<file path="src/sv/assert_macros.svh">
// Assertion macros used by the power mode controller RTL.
`ifndef ASSERT_MACROS_SVH
`define ASSERT_MACROS_SVH

// Same-cycle implication, checked on every rising clock edge outside reset.
`define BPM_ASSERT_NOW(label, ante, cons, msg) \
   label: assert property (@(posedge clock) disable iff (reset) (ante) |-> (cons)) \
      else $error(msg);

// Next-cycle implication, checked on every rising clock edge outside reset.
`define BPM_ASSERT_NEXT(label, ante, cons, msg) \
   label: assert property (@(posedge clock) disable iff (reset) (ante) |=> (cons)) \
      else $error(msg);

`endif

</file>
<file path="src/sv/bpm_pkg.sv">
// Types, codes and constants of the battery and idle power mode controller.
package bpm_pkg;

   localparam int FUNC_W     = 2;
   localparam int SMP_W      = 13;
   localparam int MV_W       = 12;
   localparam int PCT_W      = 7;
   localparam int CNT_W      = 16;
   localparam int CSR_IDX_W  = 3;
   localparam int CSR_DATA_W = 16;

   // millivolts = sample * 3600 / 4096
   localparam int ADC_SHIFT  = 12;
   localparam int PROD_W     = 24;
   localparam int MV_SCALE   = 3600;

   // percent divider: numerator below 100 * 4096, quotient below 128
   localparam int PCT_FULL   = 100;
   localparam int NUM_W      = 19;
   localparam int QUO_W      = 7;
   localparam int STEP_W     = 3;

   localparam logic [MV_W-1:0]  RST_FULL_MV     = 12'd3000;
   localparam logic [MV_W-1:0]  RST_LOW_MV      = 12'd2500;
   localparam logic [MV_W-1:0]  RST_CRITICAL_MV = 12'd2200;
   localparam logic [MV_W-1:0]  RST_SHUTDOWN_MV = 12'd2000;
   localparam logic [CNT_W-1:0] RST_CHECK_S     = 16'd60;
   localparam logic [CNT_W-1:0] RST_IDLE_S      = 16'd300;
   localparam logic [CNT_W-1:0] RST_DEEP_S      = 16'd1800;

   typedef enum logic [1:0] {
      MODE_ACTIVE = 2'd0,
      MODE_LOW    = 2'd1,
      MODE_SLEEP  = 2'd2,
      MODE_DEEP   = 2'd3
   } mode_type;

   typedef enum logic [FUNC_W-1:0] {
      FUNC_TICK       = 2'd0,
      FUNC_ACTIVITY   = 2'd1,
      FUNC_DISCONNECT = 2'd2
   } func_type;

   typedef enum logic [CSR_IDX_W-1:0] {
      CSR_FULL_MV      = 3'd0,
      CSR_LOW_MV       = 3'd1,
      CSR_CRITICAL_MV  = 3'd2,
      CSR_SHUTDOWN_MV  = 3'd3,
      CSR_CHECK_S      = 3'd4,
      CSR_IDLE_S       = 3'd5,
      CSR_DEEP_S       = 3'd6
   } csr_idx_type;

   typedef enum logic [2:0] {
      ST_IDLE,
      ST_EXEC,
      ST_CONV,
      ST_DIV,
      ST_DECIDE,
      ST_FINISH
   } state_type;

   typedef struct packed {
      logic [MV_W-1:0]  full_mv;
      logic [MV_W-1:0]  low_mv;
      logic [MV_W-1:0]  critical_mv;
      logic [MV_W-1:0]  shutdown_mv;
      logic [CNT_W-1:0] check_interval_s;
      logic [CNT_W-1:0] idle_timeout_s;
      logic [CNT_W-1:0] deep_sleep_timeout_s;
   } cfg_type;

   typedef struct packed {
      logic busy;
      logic done;
   } div_stat_type;

endpackage

</file>
<file path="src/sv/bpm_if.sv">
// Request and response channel interfaces of the power mode controller.
interface bpm_req_if;
   logic                        valid;
   logic                        ready;
   logic [bpm_pkg::FUNC_W-1:0]  func;
   logic signed [bpm_pkg::SMP_W-1:0] adc_sample;
   logic                        adc_ok;

   modport source (output valid, func, adc_sample, adc_ok, input ready);
   modport sink   (input valid, func, adc_sample, adc_ok, output ready);
endinterface

interface bpm_rsp_if;
   logic                        valid;
   logic                        ready;
   logic [1:0]                  power_mode;
   logic                        mode_changed;
   logic [bpm_pkg::MV_W-1:0]    battery_mv;
   logic [bpm_pkg::PCT_W-1:0]   charge_percent;
   logic                        is_low;
   logic                        battery_critical;
   logic [bpm_pkg::CNT_W-1:0]   idle_seconds;
   logic                        took_reading;
   logic                        system_off;

   modport source (output valid, power_mode, mode_changed, battery_mv, charge_percent,
                   is_low, battery_critical, idle_seconds, took_reading, system_off,
                   input ready);
   modport sink   (input valid, power_mode, mode_changed, battery_mv, charge_percent,
                   is_low, battery_critical, idle_seconds, took_reading, system_off,
                   output ready);
endinterface

</file>
<file path="src/sv/bpm_div.sv">
// Shift-subtract divider that yields the charge percentage one bit a cycle.
module bpm_div (
   input  logic                         clock,
   input  logic                         reset,
   input  logic                         start,
   input  logic [bpm_pkg::NUM_W-1:0]    num,
   input  logic [bpm_pkg::MV_W-1:0]     den,
   output bpm_pkg::div_stat_type        stat,
   output logic [bpm_pkg::QUO_W-1:0]    quo
);
   import bpm_pkg::*;

   logic               busy_ff, busy_in;
   logic               done_ff, done_in;
   logic [NUM_W-1:0]   rem_ff, rem_in;
   logic [NUM_W-1:0]   dvs_ff, dvs_in;
   logic [QUO_W-1:0]   quo_ff, quo_in;
   logic [STEP_W-1:0]  cnt_ff, cnt_in;
   logic               ge;

   always_ff @(posedge clock) begin
      if (reset) begin
         busy_ff <= 1'b0;
         done_ff <= 1'b0;
      end else begin
         busy_ff <= busy_in;
         done_ff <= done_in;
      end
      rem_ff <= rem_in;
      dvs_ff <= dvs_in;
      quo_ff <= quo_in;
      cnt_ff <= cnt_in;
   end

   always_comb begin
      busy_in = busy_ff;
      done_in = 1'b0;
      rem_in  = rem_ff;
      dvs_in  = dvs_ff;
      quo_in  = quo_ff;
      cnt_in  = cnt_ff;
      ge      = rem_ff >= dvs_ff;
      if (start) begin
         // align divisor with the top quotient bit
         rem_in  = num;
         dvs_in  = NUM_W'(den) << (QUO_W - 1);
         quo_in  = '0;
         cnt_in  = '0;
         busy_in = 1'b1;
      end else if (busy_ff) begin
         if (ge) begin
            rem_in = rem_ff - dvs_ff;
         end
         quo_in = {quo_ff[QUO_W-2:0], ge};
         dvs_in = dvs_ff >> 1;
         cnt_in = cnt_ff + STEP_W'(1);
         if (cnt_ff == STEP_W'(QUO_W - 1)) begin
            busy_in = 1'b0;
            done_in = 1'b1;
         end
      end
   end

   assign stat = div_stat_type'{busy: busy_ff, done: done_ff};
   assign quo  = quo_ff;

endmodule

</file>
<file path="src/sv/bpm_mode.sv">
// Power mode selection from battery voltage, link state and idle time.
module bpm_mode (
   input  bpm_pkg::cfg_type             cfg,
   input  logic [bpm_pkg::MV_W-1:0]     volts,
   input  logic                         link_up,
   input  logic [bpm_pkg::CNT_W-1:0]    idle_count,
   input  bpm_pkg::mode_type            cur_mode,
   output bpm_pkg::mode_type            nxt_mode
);
   import bpm_pkg::*;

   always_comb begin
      nxt_mode = cur_mode;
      if (volts <= cfg.shutdown_mv) begin
         nxt_mode = MODE_DEEP;
      end else if (volts <= cfg.critical_mv) begin
         nxt_mode = MODE_SLEEP;
      end else if (volts <= cfg.low_mv && !link_up) begin
         nxt_mode = MODE_LOW;
      end
      // healthy battery: idle timers or the link decide
      if (volts > cfg.low_mv) begin
         if (!link_up && idle_count >= cfg.deep_sleep_timeout_s) begin
            nxt_mode = MODE_DEEP;
         end else if (!link_up && idle_count >= cfg.idle_timeout_s) begin
            nxt_mode = MODE_SLEEP;
         end else if (link_up) begin
            nxt_mode = MODE_ACTIVE;
         end
      end
   end

endmodule

</file>
<file path="src/sv/battery_idle_power_mode_controller_unit.sv">
// Battery and idle power mode controller: one request at a time through a small
// sequencer. An activity, disconnect, unused or halted request goes from acceptance
// through the exec and finish states back to ready; a tick without a battery reading,
// or with a bad sample, also passes the decide state; a tick with a good sample adds
// the conv state, and when the charge lies between the shutdown and full thresholds
// also the div state, because the percentage then goes through the divider at one
// quotient bit per cycle. A request is worked on while the previous response still
// waits in the output register, and holds in its finish state until that response
// is taken. Once deep sleep is entered every request is answered with the held
// values and system_off set, until reset. The user must write registers through
// the csr port only while no request is in flight; the block does not enforce it.
`include "assert_macros.svh"

module battery_idle_power_mode_controller_unit (
   input  logic                              clock,
   input  logic                              reset,
   bpm_req_if.sink                           req_ch,
   bpm_rsp_if.source                         rsp_ch,
   input  logic                              csr_we,
   input  logic [bpm_pkg::CSR_IDX_W-1:0]     csr_index,
   input  logic [bpm_pkg::CSR_DATA_W-1:0]    csr_wdata
);
   import bpm_pkg::*;

   state_type          state_ff, state_in;
   cfg_type            cfg_ff, cfg_in;
   mode_type           mode_ff, mode_in;
   logic               link_ff, link_in;
   logic [CNT_W-1:0]   idle_ff, idle_in;
   logic [CNT_W-1:0]   check_ff, check_in;
   logic [MV_W-1:0]    volts_ff, volts_in;
   logic [PCT_W-1:0]   pct_ff, pct_in;
   logic               low_ff, low_in;
   logic               crit_ff, crit_in;
   logic               first_ff, first_in;
   logic               took_ff, took_in;
   logic               chg_ff, chg_in;

   logic [FUNC_W-1:0]       func_ff, func_in;
   logic signed [SMP_W-1:0] smp_ff, smp_in;
   logic                    ok_ff, ok_in;
   logic [MV_W-1:0]         mv_ff, mv_in;

   logic               rsp_valid_ff, rsp_valid_in;
   mode_type           rsp_mode_ff, rsp_mode_in;
   logic               rsp_chg_ff, rsp_chg_in;
   logic [MV_W-1:0]    rsp_mv_ff, rsp_mv_in;
   logic [PCT_W-1:0]   rsp_pct_ff, rsp_pct_in;
   logic               rsp_low_ff, rsp_low_in;
   logic               rsp_crit_ff, rsp_crit_in;
   logic [CNT_W-1:0]   rsp_idle_ff, rsp_idle_in;
   logic               rsp_took_ff, rsp_took_in;

   logic               req_fire;
   logic [MV_W-1:0]    adc_mag;
   logic [PROD_W-1:0]  prod;
   logic [CNT_W-1:0]   check_inc;
   logic               take;
   logic               div_start;
   logic [NUM_W-1:0]   div_num;
   logic [MV_W-1:0]    div_den;
   div_stat_type       div_stat;
   logic [QUO_W-1:0]   div_quo;
   mode_type           nxt_mode;

   bpm_div u_div (
      .clock (clock),
      .reset (reset),
      .start (div_start),
      .num   (div_num),
      .den   (div_den),
      .stat  (div_stat),
      .quo   (div_quo)
   );

   bpm_mode u_mode (
      .cfg        (cfg_ff),
      .volts      (volts_ff),
      .link_up    (link_ff),
      .idle_count (idle_ff),
      .cur_mode   (mode_ff),
      .nxt_mode   (nxt_mode)
   );

   always_ff @(posedge clock) begin
      if (reset) begin
         state_ff     <= ST_IDLE;
         cfg_ff       <= '{full_mv: RST_FULL_MV, low_mv: RST_LOW_MV,
                           critical_mv: RST_CRITICAL_MV, shutdown_mv: RST_SHUTDOWN_MV,
                           check_interval_s: RST_CHECK_S, idle_timeout_s: RST_IDLE_S,
                           deep_sleep_timeout_s: RST_DEEP_S};
         mode_ff      <= MODE_ACTIVE;
         link_ff      <= 1'b0;
         idle_ff      <= '0;
         check_ff     <= '0;
         volts_ff     <= '0;
         pct_ff       <= '0;
         low_ff       <= 1'b0;
         crit_ff      <= 1'b0;
         first_ff     <= 1'b0;
         rsp_valid_ff <= 1'b0;
      end else begin
         state_ff     <= state_in;
         cfg_ff       <= cfg_in;
         mode_ff      <= mode_in;
         link_ff      <= link_in;
         idle_ff      <= idle_in;
         check_ff     <= check_in;
         volts_ff     <= volts_in;
         pct_ff       <= pct_in;
         low_ff       <= low_in;
         crit_ff      <= crit_in;
         first_ff     <= first_in;
         rsp_valid_ff <= rsp_valid_in;
      end
      took_ff     <= took_in;
      chg_ff      <= chg_in;
      func_ff     <= func_in;
      smp_ff      <= smp_in;
      ok_ff       <= ok_in;
      mv_ff       <= mv_in;
      rsp_mode_ff <= rsp_mode_in;
      rsp_chg_ff  <= rsp_chg_in;
      rsp_mv_ff   <= rsp_mv_in;
      rsp_pct_ff  <= rsp_pct_in;
      rsp_low_ff  <= rsp_low_in;
      rsp_crit_ff <= rsp_crit_in;
      rsp_idle_ff <= rsp_idle_in;
      rsp_took_ff <= rsp_took_in;
   end

   // configuration writes
   always_comb begin
      cfg_in = cfg_ff;
      if (csr_we) begin
         case (csr_index)
            CSR_FULL_MV:     cfg_in.full_mv              = csr_wdata[MV_W-1:0];
            CSR_LOW_MV:      cfg_in.low_mv               = csr_wdata[MV_W-1:0];
            CSR_CRITICAL_MV: cfg_in.critical_mv          = csr_wdata[MV_W-1:0];
            CSR_SHUTDOWN_MV: cfg_in.shutdown_mv          = csr_wdata[MV_W-1:0];
            CSR_CHECK_S:     cfg_in.check_interval_s     = csr_wdata[CNT_W-1:0];
            CSR_IDLE_S:      cfg_in.idle_timeout_s       = csr_wdata[CNT_W-1:0];
            CSR_DEEP_S:      cfg_in.deep_sleep_timeout_s = csr_wdata[CNT_W-1:0];
            default:         cfg_in = cfg_ff;
         endcase
      end
   end

   assign req_fire  = req_ch.valid && req_ch.ready;
   // negative samples read as zero
   assign adc_mag   = smp_ff[SMP_W-1] ? '0 : smp_ff[MV_W-1:0];
   assign prod      = PROD_W'(adc_mag) * PROD_W'(MV_SCALE);
   assign check_inc = (check_ff == {CNT_W{1'b1}}) ? check_ff : check_ff + CNT_W'(1);
   assign take      = !first_ff || (check_inc >= cfg_ff.check_interval_s);
   assign div_num   = NUM_W'(mv_ff - cfg_ff.shutdown_mv) * NUM_W'(PCT_FULL);
   assign div_den   = cfg_ff.full_mv - cfg_ff.shutdown_mv;

   always_comb begin
      state_in     = state_ff;
      mode_in      = mode_ff;
      link_in      = link_ff;
      idle_in      = idle_ff;
      check_in     = check_ff;
      volts_in     = volts_ff;
      pct_in       = pct_ff;
      low_in       = low_ff;
      crit_in      = crit_ff;
      first_in     = first_ff;
      took_in      = took_ff;
      chg_in       = chg_ff;
      func_in      = func_ff;
      smp_in       = smp_ff;
      ok_in        = ok_ff;
      mv_in        = mv_ff;
      div_start    = 1'b0;
      rsp_valid_in = rsp_valid_ff && !rsp_ch.ready;
      rsp_mode_in  = rsp_mode_ff;
      rsp_chg_in   = rsp_chg_ff;
      rsp_mv_in    = rsp_mv_ff;
      rsp_pct_in   = rsp_pct_ff;
      rsp_low_in   = rsp_low_ff;
      rsp_crit_in  = rsp_crit_ff;
      rsp_idle_in  = rsp_idle_ff;
      rsp_took_in  = rsp_took_ff;

      case (state_ff)
         ST_IDLE: begin
            if (req_fire) begin
               func_in  = req_ch.func;
               smp_in   = req_ch.adc_sample;
               ok_in    = req_ch.adc_ok;
               state_in = ST_EXEC;
            end
         end
         ST_EXEC: begin
            took_in  = 1'b0;
            chg_in   = 1'b0;
            state_in = ST_FINISH;
            if (mode_ff != MODE_DEEP) begin
               case (func_ff)
                  FUNC_TICK: begin
                     if (!link_ff && idle_ff != {CNT_W{1'b1}}) begin
                        idle_in = idle_ff + CNT_W'(1);
                     end
                     state_in = ST_DECIDE;
                     if (take) begin
                        check_in = '0;
                        first_in = 1'b1;
                        took_in  = 1'b1;
                        mv_in    = prod[PROD_W-1:ADC_SHIFT];
                        // a bad sample keeps the held reading
                        if (ok_ff) begin
                           state_in = ST_CONV;
                        end
                     end else begin
                        check_in = check_inc;
                     end
                  end
                  FUNC_ACTIVITY: begin
                     link_in = 1'b1;
                     idle_in = '0;
                     if (mode_ff != MODE_ACTIVE && volts_ff > cfg_ff.critical_mv) begin
                        mode_in = MODE_ACTIVE;
                        chg_in  = 1'b1;
                     end
                  end
                  FUNC_DISCONNECT: begin
                     link_in = 1'b0;
                     idle_in = '0;
                  end
                  default: begin
                     link_in = link_ff;
                  end
               endcase
            end
         end
         ST_CONV: begin
            volts_in = mv_ff;
            low_in   = mv_ff <= cfg_ff.low_mv;
            crit_in  = mv_ff <= cfg_ff.critical_mv;
            state_in = ST_DECIDE;
            if (mv_ff >= cfg_ff.full_mv) begin
               pct_in = PCT_W'(PCT_FULL);
            end else if (mv_ff <= cfg_ff.shutdown_mv) begin
               pct_in = '0;
            end else begin
               div_start = 1'b1;
               state_in  = ST_DIV;
            end
         end
         ST_DIV: begin
            if (div_stat.done) begin
               pct_in   = div_quo;
               state_in = ST_DECIDE;
            end
         end
         ST_DECIDE: begin
            mode_in  = nxt_mode;
            chg_in   = nxt_mode != mode_ff;
            state_in = ST_FINISH;
         end
         ST_FINISH: begin
            // hold until the response register frees up
            if (!rsp_valid_ff || rsp_ch.ready) begin
               rsp_valid_in = 1'b1;
               rsp_mode_in  = mode_ff;
               rsp_chg_in   = chg_ff;
               rsp_mv_in    = volts_ff;
               rsp_pct_in   = pct_ff;
               rsp_low_in   = low_ff;
               rsp_crit_in  = crit_ff;
               rsp_idle_in  = idle_ff;
               rsp_took_in  = took_ff;
               state_in     = ST_IDLE;
            end
         end
         default: begin
            state_in = ST_IDLE;
         end
      endcase
   end

   assign req_ch.ready            = state_ff == ST_IDLE;
   assign rsp_ch.valid            = rsp_valid_ff;
   assign rsp_ch.power_mode       = rsp_mode_ff;
   assign rsp_ch.mode_changed     = rsp_chg_ff;
   assign rsp_ch.battery_mv       = rsp_mv_ff;
   assign rsp_ch.charge_percent   = rsp_pct_ff;
   assign rsp_ch.is_low           = rsp_low_ff;
   assign rsp_ch.battery_critical = rsp_crit_ff;
   assign rsp_ch.idle_seconds     = rsp_idle_ff;
   assign rsp_ch.took_reading     = rsp_took_ff;
   assign rsp_ch.system_off       = rsp_mode_ff == MODE_DEEP;

   `BPM_ASSERT_NEXT(a_deep_sticky, mode_ff == MODE_DEEP, mode_ff == MODE_DEEP, "deep sleep left")
   `BPM_ASSERT_NOW(a_link_idle, link_ff, idle_ff == '0, "idle count running with link up")
   `BPM_ASSERT_NOW(a_div_owner, div_stat.busy || div_stat.done, state_ff == ST_DIV, "divider busy")
   `BPM_ASSERT_NEXT(a_rsp_load, !rsp_valid_ff && rsp_valid_in, state_ff == ST_IDLE, "rsp load")

endmodule

</file>
<file path="src/flat_wrapper.sv">
// flat-port wrapper written by rule: the top's interface ports become plain ports
module battery_idle_power_mode_controller_unit_flat import bpm_pkg::*;
  (clock, reset, csr_we, csr_index, csr_wdata, req_ch_valid, req_ch_func, req_ch_adc_sample, req_ch_adc_ok, req_ch_ready, rsp_ch_valid, rsp_ch_power_mode, rsp_ch_mode_changed, rsp_ch_battery_mv, rsp_ch_charge_percent, rsp_ch_is_low, rsp_ch_battery_critical, rsp_ch_idle_seconds, rsp_ch_took_reading, rsp_ch_system_off, rsp_ch_ready);
  bpm_req_if req_ch_i ();
  bpm_rsp_if rsp_ch_i ();
  input  logic clock;
  input  logic reset;
  input  logic csr_we;
  input  logic [bpm_pkg::CSR_IDX_W-1:0] csr_index;
  input  logic [bpm_pkg::CSR_DATA_W-1:0] csr_wdata;
  input wire logic [$bits(req_ch_i.valid)-1:0] req_ch_valid;
  input wire logic [$bits(req_ch_i.func)-1:0] req_ch_func;
  input wire logic [$bits(req_ch_i.adc_sample)-1:0] req_ch_adc_sample;
  input wire logic [$bits(req_ch_i.adc_ok)-1:0] req_ch_adc_ok;
  output wire logic [$bits(req_ch_i.ready)-1:0] req_ch_ready;
  output wire logic [$bits(rsp_ch_i.valid)-1:0] rsp_ch_valid;
  output wire logic [$bits(rsp_ch_i.power_mode)-1:0] rsp_ch_power_mode;
  output wire logic [$bits(rsp_ch_i.mode_changed)-1:0] rsp_ch_mode_changed;
  output wire logic [$bits(rsp_ch_i.battery_mv)-1:0] rsp_ch_battery_mv;
  output wire logic [$bits(rsp_ch_i.charge_percent)-1:0] rsp_ch_charge_percent;
  output wire logic [$bits(rsp_ch_i.is_low)-1:0] rsp_ch_is_low;
  output wire logic [$bits(rsp_ch_i.battery_critical)-1:0] rsp_ch_battery_critical;
  output wire logic [$bits(rsp_ch_i.idle_seconds)-1:0] rsp_ch_idle_seconds;
  output wire logic [$bits(rsp_ch_i.took_reading)-1:0] rsp_ch_took_reading;
  output wire logic [$bits(rsp_ch_i.system_off)-1:0] rsp_ch_system_off;
  input wire logic [$bits(rsp_ch_i.ready)-1:0] rsp_ch_ready;
  assign req_ch_i.valid = req_ch_valid;
  assign req_ch_i.func = req_ch_func;
  assign req_ch_i.adc_sample = req_ch_adc_sample;
  assign req_ch_i.adc_ok = req_ch_adc_ok;
  assign req_ch_ready = req_ch_i.ready;
  assign rsp_ch_valid = rsp_ch_i.valid;
  assign rsp_ch_power_mode = rsp_ch_i.power_mode;
  assign rsp_ch_mode_changed = rsp_ch_i.mode_changed;
  assign rsp_ch_battery_mv = rsp_ch_i.battery_mv;
  assign rsp_ch_charge_percent = rsp_ch_i.charge_percent;
  assign rsp_ch_is_low = rsp_ch_i.is_low;
  assign rsp_ch_battery_critical = rsp_ch_i.battery_critical;
  assign rsp_ch_idle_seconds = rsp_ch_i.idle_seconds;
  assign rsp_ch_took_reading = rsp_ch_i.took_reading;
  assign rsp_ch_system_off = rsp_ch_i.system_off;
  assign rsp_ch_i.ready = rsp_ch_ready;
  battery_idle_power_mode_controller_unit u_core (.clock(clock), .reset(reset), .req_ch(req_ch_i), .rsp_ch(rsp_ch_i), .csr_we(csr_we), .csr_index(csr_index), .csr_wdata(csr_wdata));
endmodule
</file>
<file path="config.mk">
export PLATFORM = sky130hd
export DESIGN_NAME = battery_idle_power_mode_controller_unit_flat
export DESIGN_NICKNAME = d
export VERILOG_FILES = /design/src/sv/bpm_pkg.sv /design/src/sv/bpm_if.sv /design/src/sv/bpm_div.sv /design/src/sv/bpm_mode.sv /design/src/sv/battery_idle_power_mode_controller_unit.sv /design/src/flat_wrapper.sv
export VERILOG_INCLUDE_DIRS = /design/src /design/src/sv
export SDC_FILE = /design/constraint.sdc
export NUM_CORES = 1
export LEC_CHECK = 0
export BUFFER_PORTS_ARGS = -buffer_cell sky130_fd_sc_hd__buf_4
export CORE_ASPECT_RATIO = 0.9
export CORE_MARGIN = 8
export CORE_UTILIZATION = 57
export CTS_BUF_LIST = sky130_fd_sc_hd__clkbuf_16
export CTS_CLUSTER_SIZE = 28
export DETAILED_ROUTE_END_ITERATION = 10
export GPL_TIMING_DRIVEN = 0
export PLACE_DENSITY = 0.84
export SETUP_SLACK_MARGIN = 0.05
export SLEW_MARGIN = 40
export SYNTH_ARGS = -nofsm -noshare
export SYNTH_HDL_FRONTEND = slang
export SYNTH_HIERARCHICAL = 1
export SYNTH_SLANG_ARGS = --single-unit
</file>
<file path="constraint.sdc">
create_clock -name clock -period 5.3 [get_ports clock]
set_input_delay 0.795 -clock clock [delete_from_list [all_inputs] [get_ports clock]]
set_output_delay 0.795 -clock clock [all_outputs]
set_load 0.005 [all_outputs]
</file>
==> flow_summary.json <==
{
  "cts_tree": "done",
  "pwr-share-comb_pct": 41.2,
  "grt_pass1_vias": 15400,
  "cts_root_buf": "clkbuf_16",
  "p_per_area_nw_per_um2": 362,
  "syn_area_per_cell_um2": 8.92,
  "die_area_um2": 38500,
  "clockBufferDepth": 3,
  "nets": 2539,
  "grt_max_degree": 21,
  "htree_levels": 1,
  "track_usage_pct": 25.5,
  "power.leakage_uw": 0.00915,
  "utilization_pct": 65.5,
  "syn-cell-area_um2": 18500,
  "vias": 15900,
  "synthCells": 2075,
  "insertedDiodeCount": 0,
  "wl_um": 50600,
  "required_ns": 5.63,
  "antenna_found_initial": 0,
  "rrSetupSlack_ns": 0.17,
  "core_um2": 32000,
  "post_drt_wl_per_cell_um": 19.1,
  "pre_cts_ws_ns": -0.236,
  "crit_path_start_kind": "flip-flop",
  "drive_gt1_share_pct": 9.15,
  "worstPathArrival_ns": 5.46,
  "row_count": 62,
  "numClockSinks": 277,
  "dr.first_iter.drc_count": 1527,
  "final-hold-violation-count": 0,
  "ioPinCount": 84,
  "setup_viol": 0,
  "timing.fmax_ghz": 0.195,
  "slew_headroom_pct": 43.1,
  "hp-class": "in2reg",
  "die_h_um": 187,
  "io_buffers": 81,
  "path_clk_slew_ns": 0.07,
  "viasPerCell": 6.02,
  "grt.overflow.total": 0,
  "vdd_ir_drop_max_mv": 0.406,
  "post-place-cells": 2576,
  "final_common_cell": "nand2_1",
  "grt_pass1_wl_um": 79900,
  "switching_power_uw": 2790,
  "ant_nets": 0,
  "cts_inserted_buffers": 29,
  "syn_to_final_growth_pct": 13.0,
  "dr.pass1.iters": 6,
  "drc": 0,
  "synth_warnings": 6,
  "stdcell_count": 2645,
  "finalCritPeriodShare_pct": 96.9,
  "cp-end-kind": "flip-flop",
  "die_x_um": 206,
  "status": "completed",
  "min_period_ns": 5.13,
  "max_cap_violations": 0,
  "clkPwrFrac_pct": 26.0,
  "finalWorstSetupSlack_ns": 0.166,
  "p_seq_share_pct": 32.7,
  "place_area_um2": 19700,
  "clock_latency_ns": 0.58,
  "start_util_pct": 57.9,
  "tns_ns": 0,
  "place_hpwl_um": 38100,
  "worst_pin_slew_ns": 0.854,
  "netSwitchingFraction_pct": 36.8,
  "final_cell_mix": "nand2_1, ha_1, inv_1",
  "maxSlewViolCount": 0,
  "fin_worst_skew_ns": 0.0117,
  "rsz0062_at_grt": "yes",
  "p_int_uw": 4790,
  "gp_congestion": 0.936,
  "fin_area_um2": 20900,
  "ctsHoldBuffers": 0,
  "critPathKind": "reg2reg",
  "critPathMaxFanout": 4
}
==> state kept, by name (all words and copies together) (netlist names), 2 cells and up <==
register / flops
u_core/smp_ff: 13
u_core/mv_ff: 12
u_core/idle_ff: 16
u_core/func_ff: 2
u_core/cfg_ff: 96
u_core/u_div/dvs_ff: 18
u_core/volts_ff: 12
u_core/pct_ff: 7
u_core/state_ff: 3
u_core/rsp_ch.idle_seconds: 16
u_core/mode_ff: 2
u_core/rsp_ch.charge_percent: 7
u_core/u_div/cnt_ff: 3
u_core/rsp_ch.battery_mv: 12
u_core/u_div/rem_ff: 19
u_core/rsp_ch.power_mode: 2
u_core/u_div/quo: 7
u_core/check_ff: 16
==> repair_timing <==
item,in CTS,in global routing
setup buffers,4,11
hold endpoints to repair,0,0
gates resized for setup,8,24
pin swaps,1,3
setup endpoints to repair,3,5
==> critical path, cell delays in order, from the launching register on <==
cell	delay, ns
edfxtp_1	0.37
inv_2	0.07
ha_1	0.22
fa_2	0.39
nor2b_1	0.16
o21a_1	0.16
nor2_1	0.08
xnor2_2	0.21
ha_1	0.28
ha_1	0.32
inv_1	0.07
fa_1	0.50
inv_1	0.04
ha_1	0.33
o21ai_0	0.17
nor2_1	0.09
o41a_1	0.35
a211o_1	0.31
o31ai_2	0.26
xnor2_1	0.17
xnor2_1	0.12
nand2_1	0.11
o31ai_1	0.07
==> metrics by stage <==
step	total power [uW]	hold WS, ns
floorplan	4670	0.400
global placement	5330	0.407
detailed placement	5460	0.416
CTS	7460	0.371
global route	8070	0.377
finish	7570	0.384
==> worst paths after layout <==
check,startpoint,cells past startpoint,endpoint
max,u_core/mv_ff[0],22,u_core/u_div/rem_ff[18]
min,req_ch_adc_sample[11],1,u_core/smp_ff[11]
max reg2reg,u_core/mv_ff[0],22,u_core/u_div/rem_ff[18]
min reg2reg,u_core/pct_ff[4],0,u_core/rsp_ch.charge_percent[4]
==> cell type report <==
class                   instances  area, um^2
fillers                      2461       11000
multi-input cells            1500       11000
flip-flops and latches        277        6570
inverters                     236         886
clock buffers                  32         801
repair buffers                 99         766
well taps                     416         520
plain buffers                  63         262
clock inverters                22         114
==> power groups by stage <==
stage | Clock [uW] | Sequential, uW | Combinational, uW
2_1_floorplan | 0 | 2480 | 2190
3_3_place_gp | 0 | 2530 | 2800
3_5_place_dp | 0 | 2530 | 2940
4_1_cts | 1990 | 2480 | 3000
5_1_grt | 2070 | 2490 | 3500
6_report | 1970 | 2480 | 3120
==> layer usage <==
layer | track usage [%] | up-vias | routed length (um)
li1 | - | 7516 | -
met1 | 35.5 | 7483 | 21500
met2 | 39.2 | 788 | 22000
met3 | 5.13 | 133 | 5410
met4 | 7.86 | 0 | 1620
met5 | 0 | - | 0
No activity file was read; power rests on OpenSTA's default activity.
